### config.mk
export PLATFORM = sky130hd
export DESIGN_NAME = signed_integer_to_radix_text_core_flat
export DESIGN_NICKNAME = d
export VERILOG_FILES = /design/src/sv/sitr_pkg.sv /design/src/sv/sitr_stream_if.sv /design/src/sv/sitr_alpha_check.sv /design/src/sv/sitr_div_unit.sv /design/src/sv/sitr_digit_stack.sv /design/src/sv/signed_integer_to_radix_text_core.sv /design/src/flat_wrapper.sv
export SDC_FILE = /design/constraint.sdc
export NUM_CORES = 1
export LEC_CHECK = 0
export BUFFER_PORTS_ARGS = -buffer_cell sky130_fd_sc_hd__buf_2
export CORE_AREA = 5 5 219 221
export CTS_CLUSTER_DIAMETER = 40
export DETAILED_ROUTE_END_ITERATION = 10
export DIE_AREA = 0 0 224 226
export PLACE_DENSITY = 0.74
export SYNTH_ARGS = -nofsm -noshare
export SYNTH_HDL_FRONTEND = slang
export SYNTH_SLANG_ARGS = --single-unit
### constraint.sdc
create_clock -name clk_i -period 5.1 [get_ports clk_i]
set_input_delay 1.02 -clock clk_i [delete_from_list [all_inputs] [get_ports clk_i]]
set_output_delay 1.02 -clock clk_i [all_outputs]
set_load 0.02 [all_outputs]
### src/sv/sitr_pkg.sv
`timescale 1ns / 1ps
// Shared constants, codes and types of the signed integer to radix text block.
// No dependencies; every other file of the block uses this package.
package sitr_pkg;

  // Field and register widths
  localparam int unsigned NUM_W          = 32;
  localparam int unsigned SYM_W          = 8;
  localparam int unsigned CFG_DATA_W     = 64;
  localparam int unsigned CFG_IDX_W      = 2;
  localparam int unsigned RADIX_REG_W    = 5;
  localparam int unsigned SYMS_PER_REG   = CFG_DATA_W / SYM_W;
  localparam int unsigned MAX_DIGITS_DEF = 16;

  // Digit stack holds every digit of the largest magnitude in the smallest radix
  localparam int unsigned STACK_DEPTH    = NUM_W;

  // Divider retires two dividend bits per cycle
  localparam int unsigned DIV_STEPS      = NUM_W / 2;

  // Smallest usable radix
  localparam logic [RADIX_REG_W-1:0] RADIX_MIN = RADIX_REG_W'(2);

  // Character codes
  localparam logic [SYM_W-1:0] CHAR_PLUS  = 8'h2B;
  localparam logic [SYM_W-1:0] CHAR_MINUS = 8'h2D;
  localparam logic [SYM_W-1:0] CHAR_MIN   = 8'd32;
  localparam logic [SYM_W-1:0] CHAR_LIMIT = 8'd127;

  // Configuration register indexes
  typedef enum logic [CFG_IDX_W-1:0] {
    CFG_SYM_LOW  = 2'd0,
    CFG_SYM_HIGH = 2'd1,
    CFG_RADIX    = 2'd2
  } sitr_cfg_idx_e;

  // Sequencer states
  typedef enum logic [2:0] {
    ST_IDLE,
    ST_CHECK,
    ST_SIGN,
    ST_DIV,
    ST_EMIT
  } sitr_state_e;

  // Alphabet check result
  typedef struct packed {
    logic done;
    logic ok;
  } sitr_chk_res_t;

  // Digit stack command
  typedef struct packed {
    logic push;
    logic pop;
  } sitr_stk_cmd_t;

endpackage

### src/sv/sitr_stream_if.sv
`timescale 1ns / 1ps
// Valid/ready stream interfaces for the number requests and the text symbols.
// Depends on sitr_pkg for the field widths.
interface sitr_num_if;
  logic                                valid;
  logic                                ready;
  logic signed [sitr_pkg::NUM_W-1:0]   number;

  modport source (output valid, output number, input ready);
  modport sink   (input valid, input number, output ready);
endinterface

interface sitr_sym_if;
  logic                          valid;
  logic                          ready;
  logic [sitr_pkg::SYM_W-1:0]    symbol;
  logic                          last_symbol;

  modport source (output valid, output symbol, output last_symbol, input ready);
  modport sink   (input valid, input symbol, input last_symbol, output ready);
endinterface

### src/sv/sitr_alpha_check.sv
`timescale 1ns / 1ps
// Serial alphabet checker: range and sign checks at start, then one rotation
// of the symbol table per cycle to find duplicates. Depends on sitr_pkg.
module sitr_alpha_check #(
  parameter int unsigned MAX_DIGITS = sitr_pkg::MAX_DIGITS_DEF
) (
  input  logic                             clk_i,
  input  logic                             rst_ni,
  input  logic                             start_i,
  input  logic [sitr_pkg::SYM_W-1:0]       sym_i [MAX_DIGITS],
  input  logic [sitr_pkg::RADIX_REG_W-1:0] radix_i,
  output sitr_pkg::sitr_chk_res_t          res_o
);
  import sitr_pkg::*;

  localparam int unsigned OFF_W = $clog2(MAX_DIGITS);
  localparam logic [OFF_W-1:0] LAST_OFF = OFF_W'(MAX_DIGITS - 1);

  logic [MAX_DIGITS-1:0] used;
  logic [MAX_DIGITS-1:0] used_rot;
  logic [MAX_DIGITS-1:0] sym_bad;
  logic [MAX_DIGITS-1:0] dup;
  logic                  radix_bad;

  logic [SYM_W-1:0]      rot_q [MAX_DIGITS];
  logic [MAX_DIGITS-1:0] rotu_q;
  logic [OFF_W-1:0]      off_q;
  logic                  busy_q;
  logic                  bad_q;
  sitr_chk_res_t         res_q;

  // Per-symbol checks against the table and its rotated copy
  for (genvar k = 0; k < MAX_DIGITS; k++) begin : g_lane
    localparam int unsigned NEXT = (k + 1) % MAX_DIGITS;
    assign used[k]     = (RADIX_REG_W'(k) < radix_i);
    assign used_rot[k] = (RADIX_REG_W'(NEXT) < radix_i);
    assign sym_bad[k]  = used[k] && ((sym_i[k] == CHAR_PLUS) || (sym_i[k] == CHAR_MINUS) ||
                                     (sym_i[k] < CHAR_MIN) || (sym_i[k] >= CHAR_LIMIT));
    assign dup[k]      = used[k] && rotu_q[k] && (sym_i[k] == rot_q[k]);

    // Rotate the copy by one symbol each cycle
    always_ff @(posedge clk_i) begin
      if (start_i) begin
        rot_q[k] <= sym_i[NEXT];
      end else if (busy_q) begin
        rot_q[k] <= rot_q[NEXT];
      end
    end
  end

  assign radix_bad = (radix_i < RADIX_MIN) || (radix_i > RADIX_REG_W'(MAX_DIGITS));

  // Rotate the in-use mask along with the symbols
  always_ff @(posedge clk_i) begin
    if (start_i) begin
      rotu_q <= used_rot;
    end else if (busy_q) begin
      rotu_q <= {rotu_q[0], rotu_q[MAX_DIGITS-1:1]};
    end
  end

  // Sweep offsets one to MAX_DIGITS-1, then report
  always_ff @(posedge clk_i or negedge rst_ni) begin
    if (!rst_ni) begin
      busy_q <= 1'b0;
      off_q  <= '0;
      bad_q  <= 1'b0;
      res_q  <= '0;
    end else begin
      res_q.done <= 1'b0;
      if (start_i) begin
        busy_q <= 1'b1;
        off_q  <= OFF_W'(1);
        bad_q  <= radix_bad | (|sym_bad);
      end else if (busy_q) begin
        bad_q <= bad_q | (|dup);
        off_q <= off_q + OFF_W'(1);
        if (off_q == LAST_OFF) begin
          busy_q     <= 1'b0;
          res_q.done <= 1'b1;
          res_q.ok   <= !(bad_q | (|dup));
        end
      end
    end
  end

  assign res_o = res_q;

endmodule

### src/sv/sitr_div_unit.sv
`timescale 1ns / 1ps
// Radix-4 serial divider: divides the magnitude by the radix, two dividend bits
// per cycle, quotient shifted into the dividend register. Depends on sitr_pkg.
module sitr_div_unit #(
  parameter int unsigned MAX_DIGITS = sitr_pkg::MAX_DIGITS_DEF
) (
  input  logic                                      clk_i,
  input  logic                                      rst_ni,
  input  logic                                      start_i,
  input  logic [sitr_pkg::NUM_W-1:0]                dividend_i,
  input  logic [sitr_pkg::RADIX_REG_W-1:0]          divisor_i,
  output logic                                      done_o,
  output logic [sitr_pkg::NUM_W-1:0]                quot_o,
  output logic [$clog2(MAX_DIGITS)-1:0]             rem_o
);
  import sitr_pkg::*;

  localparam int unsigned DW     = $clog2(MAX_DIGITS);
  localparam int unsigned RW     = $clog2(MAX_DIGITS + 1);
  localparam int unsigned CW     = RW + 2;
  localparam int unsigned STEP_W = $clog2(DIV_STEPS);
  localparam logic [STEP_W-1:0] LAST_STEP = STEP_W'(DIV_STEPS - 1);

  logic [NUM_W-1:0]  acc_q;
  logic [DW-1:0]     rem_q;
  logic [STEP_W-1:0] step_q;
  logic              busy_q;
  logic              done_q;

  logic [CW-1:0] part;
  logic [CW-1:0] d1;
  logic [CW-1:0] d2;
  logic [CW-1:0] d3;
  logic [CW-1:0] diff;
  logic [1:0]    qdig;

  // Pick the quotient digit for the next two bits
  always_comb begin
    d1   = CW'(divisor_i[RW-1:0]);
    d2   = d1 << 1;
    d3   = d1 + d2;
    part = CW'({rem_q, acc_q[NUM_W-1 -: 2]});
    priority if (part >= d3) begin
      qdig = 2'd3;
      diff = part - d3;
    end else if (part >= d2) begin
      qdig = 2'd2;
      diff = part - d2;
    end else if (part >= d1) begin
      qdig = 2'd1;
      diff = part - d1;
    end else begin
      qdig = 2'd0;
      diff = part;
    end
  end

  // Datapath shift registers
  always_ff @(posedge clk_i) begin
    if (start_i) begin
      acc_q <= dividend_i;
      rem_q <= '0;
    end else if (busy_q) begin
      acc_q <= {acc_q[NUM_W-3:0], qdig};
      rem_q <= diff[DW-1:0];
    end
  end

  // Step control
  always_ff @(posedge clk_i or negedge rst_ni) begin
    if (!rst_ni) begin
      busy_q <= 1'b0;
      step_q <= '0;
      done_q <= 1'b0;
    end else begin
      done_q <= 1'b0;
      if (start_i) begin
        busy_q <= 1'b1;
        step_q <= '0;
      end else if (busy_q) begin
        step_q <= step_q + STEP_W'(1);
        if (step_q == LAST_STEP) begin
          busy_q <= 1'b0;
          done_q <= 1'b1;
        end
      end
    end
  end

  assign done_o = done_q;
  assign quot_o = acc_q;
  assign rem_o  = rem_q;

  // The remainder always ends below the divisor
  a_rem_below_divisor: assert property (@(posedge clk_i) disable iff (!rst_ni)
    done_q |-> (CW'(rem_q) < d1))
    else $error("divider remainder not below divisor");

endmodule

### src/sv/sitr_digit_stack.sv
`timescale 1ns / 1ps
// Digit stack built as a shift register: push shifts in at the top, pop shifts
// toward it, so digits leave most significant first. Depends on sitr_pkg.
module sitr_digit_stack #(
  parameter int unsigned DW = 4
) (
  input  logic                    clk_i,
  input  logic                    rst_ni,
  input  sitr_pkg::sitr_stk_cmd_t cmd_i,
  input  logic [DW-1:0]           digit_i,
  output logic [DW-1:0]           top_o,
  output logic                    single_o
);
  import sitr_pkg::*;

  localparam int unsigned CNT_W = $clog2(STACK_DEPTH + 1);

  logic [DW-1:0]    stk_q [STACK_DEPTH];
  logic [CNT_W-1:0] cnt_q;

  // Shift entries up on push, down on pop
  always_ff @(posedge clk_i) begin
    if (cmd_i.push) begin
      stk_q[0] <= digit_i;
      for (int k = 1; k < STACK_DEPTH; k++) begin
        stk_q[k] <= stk_q[k-1];
      end
    end else if (cmd_i.pop) begin
      for (int k = 0; k < STACK_DEPTH - 1; k++) begin
        stk_q[k] <= stk_q[k+1];
      end
    end
  end

  // Track fill level
  always_ff @(posedge clk_i or negedge rst_ni) begin
    if (!rst_ni) begin
      cnt_q <= '0;
    end else if (cmd_i.push) begin
      cnt_q <= cnt_q + CNT_W'(1);
    end else if (cmd_i.pop) begin
      cnt_q <= cnt_q - CNT_W'(1);
    end
  end

  assign top_o    = stk_q[0];
  assign single_o = (cnt_q == CNT_W'(1));

  a_no_push_full: assert property (@(posedge clk_i) disable iff (!rst_ni)
    cmd_i.push |-> (cnt_q != CNT_W'(STACK_DEPTH)))
    else $error("digit stack overflow");

  a_no_pop_empty: assert property (@(posedge clk_i) disable iff (!rst_ni)
    cmd_i.pop |-> (cnt_q != '0) && !cmd_i.push)
    else $error("digit stack underflow or push with pop");

endmodule

### src/sv/signed_integer_to_radix_text_core.sv
`timescale 1ns / 1ps
// Converts a signed 32-bit number to text in a configured radix of up to
// MAX_DIGITS symbols. One number is worked on at a time. Each request first
// runs the alphabet check; an invalid alphabet drops the request with no
// output. A negative number then sends its minus sign first. Each digit comes
// from the radix-4 serial divider, which sets the rate, and each character
// leaves through the output register. The last character may wait in the
// output register while the next number is accepted. Depends on sitr_pkg,
// sitr_stream_if, sitr_alpha_check, sitr_div_unit and sitr_digit_stack.
module signed_integer_to_radix_text_core #(
  parameter int unsigned MAX_DIGITS = sitr_pkg::MAX_DIGITS_DEF
) (
  input  logic                            clk_i,
  input  logic                            rst_ni,
  input  logic                            cfg_we_i,
  input  logic [sitr_pkg::CFG_IDX_W-1:0]  cfg_idx_i,
  input  logic [sitr_pkg::CFG_DATA_W-1:0] cfg_data_i,
  sitr_num_if.sink                        num_i,
  sitr_sym_if.source                      sym_o
);
  import sitr_pkg::*;

  localparam int unsigned DW = $clog2(MAX_DIGITS);

  // Configuration
  logic [SYM_W-1:0]       sym_q [MAX_DIGITS];
  logic [RADIX_REG_W-1:0] radix_q;

  // Sequencer
  sitr_state_e state_q, state_d;
  logic        in_ready;
  logic        accept;
  logic        chk_start;
  logic        div_start;
  sitr_stk_cmd_t stk_cmd;
  logic        out_load;
  logic [SYM_W-1:0] load_sym;
  logic        load_last;

  // Datapath
  logic [NUM_W-1:0] num_raw;
  logic [NUM_W-1:0] mag_q;
  logic             neg_q;
  logic [NUM_W-1:0] dividend;
  sitr_chk_res_t    chk_res;
  logic             div_done;
  logic [NUM_W-1:0] div_quot;
  logic [DW-1:0]    div_rem;
  logic [DW-1:0]    stk_top;
  logic             stk_single;

  // Output register
  logic             out_valid_q;
  logic [SYM_W-1:0] out_sym_q;
  logic             out_last_q;
  logic             out_free;

  // Symbol table writes, one byte lane per digit value
  for (genvar k = 0; k < MAX_DIGITS; k++) begin : g_sym
    localparam int unsigned LANE = k % SYMS_PER_REG;
    localparam sitr_cfg_idx_e BANK = (k < SYMS_PER_REG) ? CFG_SYM_LOW : CFG_SYM_HIGH;
    always_ff @(posedge clk_i or negedge rst_ni) begin
      if (!rst_ni) begin
        sym_q[k] <= '0;
      end else if (cfg_we_i && (cfg_idx_i == BANK)) begin
        sym_q[k] <= cfg_data_i[LANE*SYM_W +: SYM_W];
      end
    end
  end

  // Radix size register
  always_ff @(posedge clk_i or negedge rst_ni) begin
    if (!rst_ni) begin
      radix_q <= '0;
    end else if (cfg_we_i && (cfg_idx_i == CFG_RADIX)) begin
      radix_q <= cfg_data_i[RADIX_REG_W-1:0];
    end
  end

  assign accept   = num_i.valid && in_ready;
  assign num_raw  = num_i.number;
  assign out_free = !out_valid_q || sym_o.ready;
  assign dividend = (state_q == ST_DIV) ? div_quot : mag_q;

  // Capture sign and magnitude of the request
  always_ff @(posedge clk_i) begin
    if (accept) begin
      neg_q <= num_raw[NUM_W-1];
      mag_q <= num_raw[NUM_W-1] ? ('0 - num_raw) : num_raw;
    end
  end

  // State register
  always_ff @(posedge clk_i or negedge rst_ni) begin
    if (!rst_ni) begin
      state_q <= ST_IDLE;
    end else begin
      state_q <= state_d;
    end
  end

  // Next state and control
  always_comb begin
    state_d   = state_q;
    in_ready  = 1'b0;
    chk_start = 1'b0;
    div_start = 1'b0;
    stk_cmd   = '0;
    out_load  = 1'b0;
    load_sym  = sym_q[stk_top];
    load_last = stk_single;
    unique case (state_q)
      ST_IDLE: begin
        in_ready = 1'b1;
        if (num_i.valid) begin
          chk_start = 1'b1;
          state_d   = ST_CHECK;
        end
      end
      ST_CHECK: begin
        if (chk_res.done) begin
          if (!chk_res.ok) begin
            state_d = ST_IDLE;
          end else if (neg_q) begin
            state_d = ST_SIGN;
          end else begin
            div_start = 1'b1;
            state_d   = ST_DIV;
          end
        end
      end
      ST_SIGN: begin
        if (out_free) begin
          out_load  = 1'b1;
          load_sym  = CHAR_MINUS;
          load_last = 1'b0;
          div_start = 1'b1;
          state_d   = ST_DIV;
        end
      end
      ST_DIV: begin
        // Always at least one digit, so zero yields the zero symbol
        if (div_done) begin
          stk_cmd.push = 1'b1;
          if (div_quot == '0) begin
            state_d = ST_EMIT;
          end else begin
            div_start = 1'b1;
          end
        end
      end
      ST_EMIT: begin
        if (out_free) begin
          out_load    = 1'b1;
          stk_cmd.pop = 1'b1;
          if (stk_single) begin
            state_d = ST_IDLE;
          end
        end
      end
      default: begin
        state_d = ST_IDLE;
      end
    endcase
  end

  // Output register: load a character, drop valid once taken
  always_ff @(posedge clk_i or negedge rst_ni) begin
    if (!rst_ni) begin
      out_valid_q <= 1'b0;
    end else if (out_load) begin
      out_valid_q <= 1'b1;
    end else if (sym_o.ready) begin
      out_valid_q <= 1'b0;
    end
  end

  always_ff @(posedge clk_i) begin
    if (out_load) begin
      out_sym_q  <= load_sym;
      out_last_q <= load_last;
    end
  end

  assign num_i.ready       = in_ready;
  assign sym_o.valid       = out_valid_q;
  assign sym_o.symbol      = out_sym_q;
  assign sym_o.last_symbol = out_last_q;

  sitr_alpha_check #(
    .MAX_DIGITS (MAX_DIGITS)
  ) u_check (
    .clk_i   (clk_i),
    .rst_ni  (rst_ni),
    .start_i (chk_start),
    .sym_i   (sym_q),
    .radix_i (radix_q),
    .res_o   (chk_res)
  );

  sitr_div_unit #(
    .MAX_DIGITS (MAX_DIGITS)
  ) u_div (
    .clk_i      (clk_i),
    .rst_ni     (rst_ni),
    .start_i    (div_start),
    .dividend_i (dividend),
    .divisor_i  (radix_q),
    .done_o     (div_done),
    .quot_o     (div_quot),
    .rem_o      (div_rem)
  );

  sitr_digit_stack #(
    .DW (DW)
  ) u_stack (
    .clk_i    (clk_i),
    .rst_ni   (rst_ni),
    .cmd_i    (stk_cmd),
    .digit_i  (div_rem),
    .top_o    (stk_top),
    .single_o (stk_single)
  );

  a_chk_done_in_check: assert property (@(posedge clk_i) disable iff (!rst_ni)
    chk_res.done |-> (state_q == ST_CHECK))
    else $error("alphabet check finished outside check state");

  a_div_done_in_div: assert property (@(posedge clk_i) disable iff (!rst_ni)
    div_done |-> (state_q == ST_DIV))
    else $error("division finished outside divide state");

  a_out_hold: assert property (@(posedge clk_i) disable iff (!rst_ni)
    (sym_o.valid && !sym_o.ready) |=>
      (sym_o.valid && $stable(sym_o.symbol) && $stable(sym_o.last_symbol)))
    else $error("stalled character changed or dropped");

endmodule
### src/flat_wrapper.sv
// flat-port wrapper written by rule: the top's interface ports become plain ports
module signed_integer_to_radix_text_core_flat import sitr_pkg::*;
#(
  parameter int unsigned MAX_DIGITS = sitr_pkg::MAX_DIGITS_DEF
)
  (clk_i, rst_ni, cfg_we_i, cfg_idx_i, cfg_data_i, num_i_valid, num_i_number, num_i_ready, sym_o_valid, sym_o_symbol, sym_o_last_symbol, sym_o_ready);
  sitr_num_if num_i_i ();
  sitr_sym_if sym_o_i ();
  input  logic clk_i;
  input  logic rst_ni;
  input  logic cfg_we_i;
  input  logic [sitr_pkg::CFG_IDX_W-1:0] cfg_idx_i;
  input  logic [sitr_pkg::CFG_DATA_W-1:0] cfg_data_i;
  input wire logic [$bits(num_i_i.valid)-1:0] num_i_valid;
  input wire logic [$bits(num_i_i.number)-1:0] num_i_number;
  output wire logic [$bits(num_i_i.ready)-1:0] num_i_ready;
  output wire logic [$bits(sym_o_i.valid)-1:0] sym_o_valid;
  output wire logic [$bits(sym_o_i.symbol)-1:0] sym_o_symbol;
  output wire logic [$bits(sym_o_i.last_symbol)-1:0] sym_o_last_symbol;
  input wire logic [$bits(sym_o_i.ready)-1:0] sym_o_ready;
  assign num_i_i.valid = num_i_valid;
  assign num_i_i.number = num_i_number;
  assign num_i_ready = num_i_i.ready;
  assign sym_o_valid = sym_o_i.valid;
  assign sym_o_symbol = sym_o_i.symbol;
  assign sym_o_last_symbol = sym_o_i.last_symbol;
  assign sym_o_i.ready = sym_o_ready;
  signed_integer_to_radix_text_core #(.MAX_DIGITS(MAX_DIGITS)) u_core (.clk_i(clk_i), .rst_ni(rst_ni), .cfg_we_i(cfg_we_i), .cfg_idx_i(cfg_idx_i), .cfg_data_i(cfg_data_i), .num_i(num_i_i), .sym_o(sym_o_i));
endmodule
==> summary.txt <==
Route
  – Detail Route Antenna Nets: 0
  – Vias: approximately 17000
  – Drt via density: between 6 and 7
  – # DRC: 0
  – Routed WL: approximately 63000 um
  – Pre-Repair DR Iteration Count: 5
  – Wire per inst: about 23 um
  – Initial DRC Count: about 1600

Logic synthesis
  – Main synth FF type: edfxtp_1
  – Area of the mapped netlist: between 20000 and 30000 sq um
  – Asr flop ratio synth: a little under a third
  – Seq/Total Area, Yosys: between 50% and 60%
  – Syn Inst Count: about 2000
  – Distinct cells, synth: a little over 60
  – Mean area per synthesized cell: about 13 sq um
  – Yosys Warn Count: 0
  – Synth area leaders: edfxtp_1 (41%), dfrtp_1 (16%), mux2_2 (13%)
  – Post-synth EDFFs: around 350
  – FF+latch count, synth: 507
  – Biggest area consumer among synthesized cells: edfxtp_1
  – Top cell type's share of synthesized area: 41.0%
  – Syn Nets: approximately 2100

Timing
  – Worst slew margin: between 20 and 30%
  – Final Cycle Share: 75.4%
  – TNS Setup: 0 ns
  – Max Slew Vio Count: 0
  – Endpoints failing setup: 0
  – Measured slew at the worst slew-check pin: ~1.1 ns
  – Min Clock Period, post-route: a little under 4 ns
  – Final Hold Viols: 0
  – RSZ-0062 raised after global routing: no
  – Fmax: around 0.26 GHz
  – Fin Clk Skew: ~0.033 ns

Clock tree
  – TritonCTS clock tree: yes
  – Root Driver: clkbuf_16
  – CTS Buf Count: 70
  – H-Tree Depth: 3
  – Post-CTS Setup Bufs: 0
  – Post-CTS Resized: 0
  – Clock-pin slew on the worst setup and hold paths: approximately 0.06 ns
  – Total clock sinks: just over 500
  – Max Root-Sink Buffers: 3
  – Clk Latency, worst-skew pair: 0.60 ns
  – Hold-fix buffers, CTS: 0

Setup path
  – Required time of the critical path: approximately 5.6 ns
  – Worst R2R End: u_core.u_div.rem_o[0]
  – Crit path from: u_core.radix_q[1]
  – CP Max Fanout: 9
  – Kind of cell adding the most delay to the critical path: compound AO/OA/AOI/OAI gates
  – End of the critical path: u_core.u_div.rem_o[0]
  – Register-to-Register Path Depth: 10
  – Crit path capture type: flip-flop
  – Critical Path AT: between 4 and 5 ns
  – Buffers and inverters on the worst path: 2
  – CP max stage cell: a2111oi_0
  – Max incr delay on CP: 0.87 ns
  – Critical path class: flip-flop to flip-flop
  – Ordered list of cells on the worst path: inv_1 > ha_1 > inv_1 > ha_1 > a21o_1 > a21o_1 > a2111oi_0 > a2bb2oi_1 > mux2_2 > a211oi_1
  – Instance count on the critical path: 10
  – Worst reg-to-reg setup slack: about 1.3 ns
  – CP Launch Type: flip-flop
  – R2r startpoint: u_core.radix_q[1]

Layout
  – Final Non-Filler Cells: ~2800
  – Share of cells above drive strength 1: 28.0%
  – # fillers: 3500
  – Antenna diodes: 0
  – NumNets Final: ~2200
  – Area Overhead vs Synth: 13.7%

Pwr
  – Reg power frac: 44.4%
  – PwrDens: about 560 nW/um^2
  – Worst VDD drop: 0.000355 V
  – Clock power frac: ~30%
  – Sw frac: between 30% and 40%
  – Pint: between 10 and 15 mW
  – Combinational Power Share: between 20% and 30%
  – Net Sw Power: about 5.2 mW
  – P_leak: ~11 nW

Status
  – Outcome: finished, final reports clean

Placement
  – DP Cell Count: 2634
  – Gpl congestion: between 0.9 and 1
  – Final HPWL DP: 44200 um
  – IO Port Bufs: roughly 110

Global route
  – Wire length of the first global-routing pass: around 97000 um
  – Grt total ovfl: 0
  – Vias in the first global route: roughly 17000
  – Total GRT Usage: between 20 and 25%
  – Initial antenna violation count: 2
  – Largest net degree at the start of global routing: 82

Floorplanning
  – Core area: 46000 sq um
  – Die Y: 226 um
  – Top-level I/O count: 114
  – DIE AREA: 50600 sq um
  – Die Wd: about 220 um
  – Starting Density: a little under three fifths
  – Row count: just under 80

Run
  – # Max-Cap Violations: 0

Worst hold path
  – Hold crit path type: input port to asynchronous set/reset pin
[layout make-up]
cell class | instances | area (sq um) | area share [%]
Sequential cell | 507 | 14400 | 50.0
Multi-Input combinational cell | 1367 | 10500 | 36.5
Clock buffer | 87 | 1890 | 6.56
Tap cell | 607 | 759 | 2.64
Timing Repair Buffer | 131 | 719 | 2.50
Clock inverter | 40 | 439 | 1.53
Inverter | 22 | 82.6 | 0.287
[how the worst min path moves through the flow]
stage / to / slack, ns / depth (start not counted)
2_1_floorplan: u_core.u_stack.stk_q[0][124] / 0.43 / 0
3_3_place_gp: u_core.u_stack.stk_q[0][125] / 0.43 / 0
3_5_place_dp: u_core.u_stack.stk_q[0][126] / 0.44 / 0
4_1_cts: u_core.u_stack.stk_q[0][125] / 0.45 / 0
5_1_grt: u_core.u_stack.stk_q[0][127] / 0.46 / 0
6_report: u_core.sym_q[45] / 0.45 / 1
[synthesized netlist by cell type, drive strengths merged, types with 5 or more instances]
master / count
ha: 35
or3: 11
mux2: 295
or2: 6
dfrtp: 157
or4: 9
o41ai: 8
nor4: 29
nor2: 49
edfxtp: 346
nor2b: 13
a311o: 7
o21ai: 36
inv: 22
clkbuf: 78
a21oi: 17
nand4: 36
nand3: 29
mux4: 40
nor3: 11
nand2: 422
nand2b: 9
nor4b: 16
a31oi: 7
a21o: 19
buf: 22
a41oi: 8
a311oi: 6
xnor2: 119
xor2: 58
mux2i: 5
o31ai: 16
[logic make-up (layout without fill, tap and decap cells)]
kind of cell               Yosys count  count (layout)  share of synthesized area [%]
DFF                                507             507                           56.9
muxes                              340             340                           16.9
adders and majority gates           39              39                           2.05
AOI/OAI and AO/OA                  155             155                           4.46
buffers and inverters              122             280                           1.81
and+or+nand+nor                    656             656                           11.8
xor gates and xnor gates           177             177                           6.12
[power groups by stage]
stage / clock [mW] / sequential, mW / combinational, mW
after floorplan: 0 / 6.69 / 3.17
after global placement: 0 / 7.19 / 4.01
after detailed placement: 0 / 7.23 / 4.10
after CTS: 4.92 / 7.16 / 4.16
after global routing: 5.11 / 7.29 / 4.54
final: 4.84 / 7.21 / 4.20
[cell usage in the layout, fill, tap and decap left out, types with 8 or more instances in the layout]
cell	n
nand2_1	420
edfxtp_1	346
mux2_2	295
dfrtp_1	157
xnor2_1	119
buf_2	112
clkbuf_16	71
xor2_1	58
nor2_1	48
mux4_2	40
o21ai_0	36
nand4_1	36
ha_1	35
nor4_1	28
nand3_1	28
inv_1	22
a21o_1	19
a21oi_1	17
buf_4	17
nor4b_1	16
nor2b_1	13
o31ai_1	13
inv_6	12
nor3_1	11
clkbuf_1	11
or3_1	10
nand2b_1	8
o41ai_1	8
a41oi_1	8
[flip-flops by register name, summed over array words and instances (netlist names)]
signal / flops
u_core.radix_q: 5
u_core.u_div.step_q: 4
u_core.u_div.quot_o: 32
u_core.u_div.rem_o: 4
u_core.state_q: 3
u_core.sym_q: 128
u_core.sym_o.last_symbol: 1
u_core.u_check.busy_q: 1
u_core.u_check.res_o: 2
u_core.sym_o.symbol: 8
u_core.mag_q: 32
u_core.u_check.rot_q: 128
u_core.u_check.off_q: 4
u_core.neg_q: 1
u_core.u_check.rotu_q: 16
u_core.u_div.done_o: 1
u_core.u_stack.cnt_q: 6
u_core.u_check.bad_q: 1
u_core.sym_o.valid: 1
u_core.u_div.busy_q: 1
u_core.u_stack.stk_q: 128
[per-layer routing]
metal | part of all wire, % | up-vias | GRT usage, % | routed length [um]
li1 | - | 7538 | - | -
met1 | 42 | 8372 | 34.4 | 26400
met2 | 46 | 731 | 38.2 | 29200
met3 | 9.2 | 128 | 6.55 | 5800
met4 | 3.0 | 0 | 8.64 | 1890
met5 | 0 | - | 0 | 0
[metrics by stage]
step	util [%]	cell area [sq um]	power [mW]	worst slack, ns	hold WS [ns]
5_1_grt	62.6	28800	16.9	1.01	0.463
3_3_place_gp	57.6	26500	11.2	1.40	0.434
2_1_floorplan	-	25300	9.86	0.296	0.426
4_1_cts	62.6	28800	16.2	1.29	0.450
3_5_place_dp	57.6	26500	11.3	1.39	0.437
6_report	62.6	28800	16.2	1.26	0.448
(Power assumes the default switching activity.)
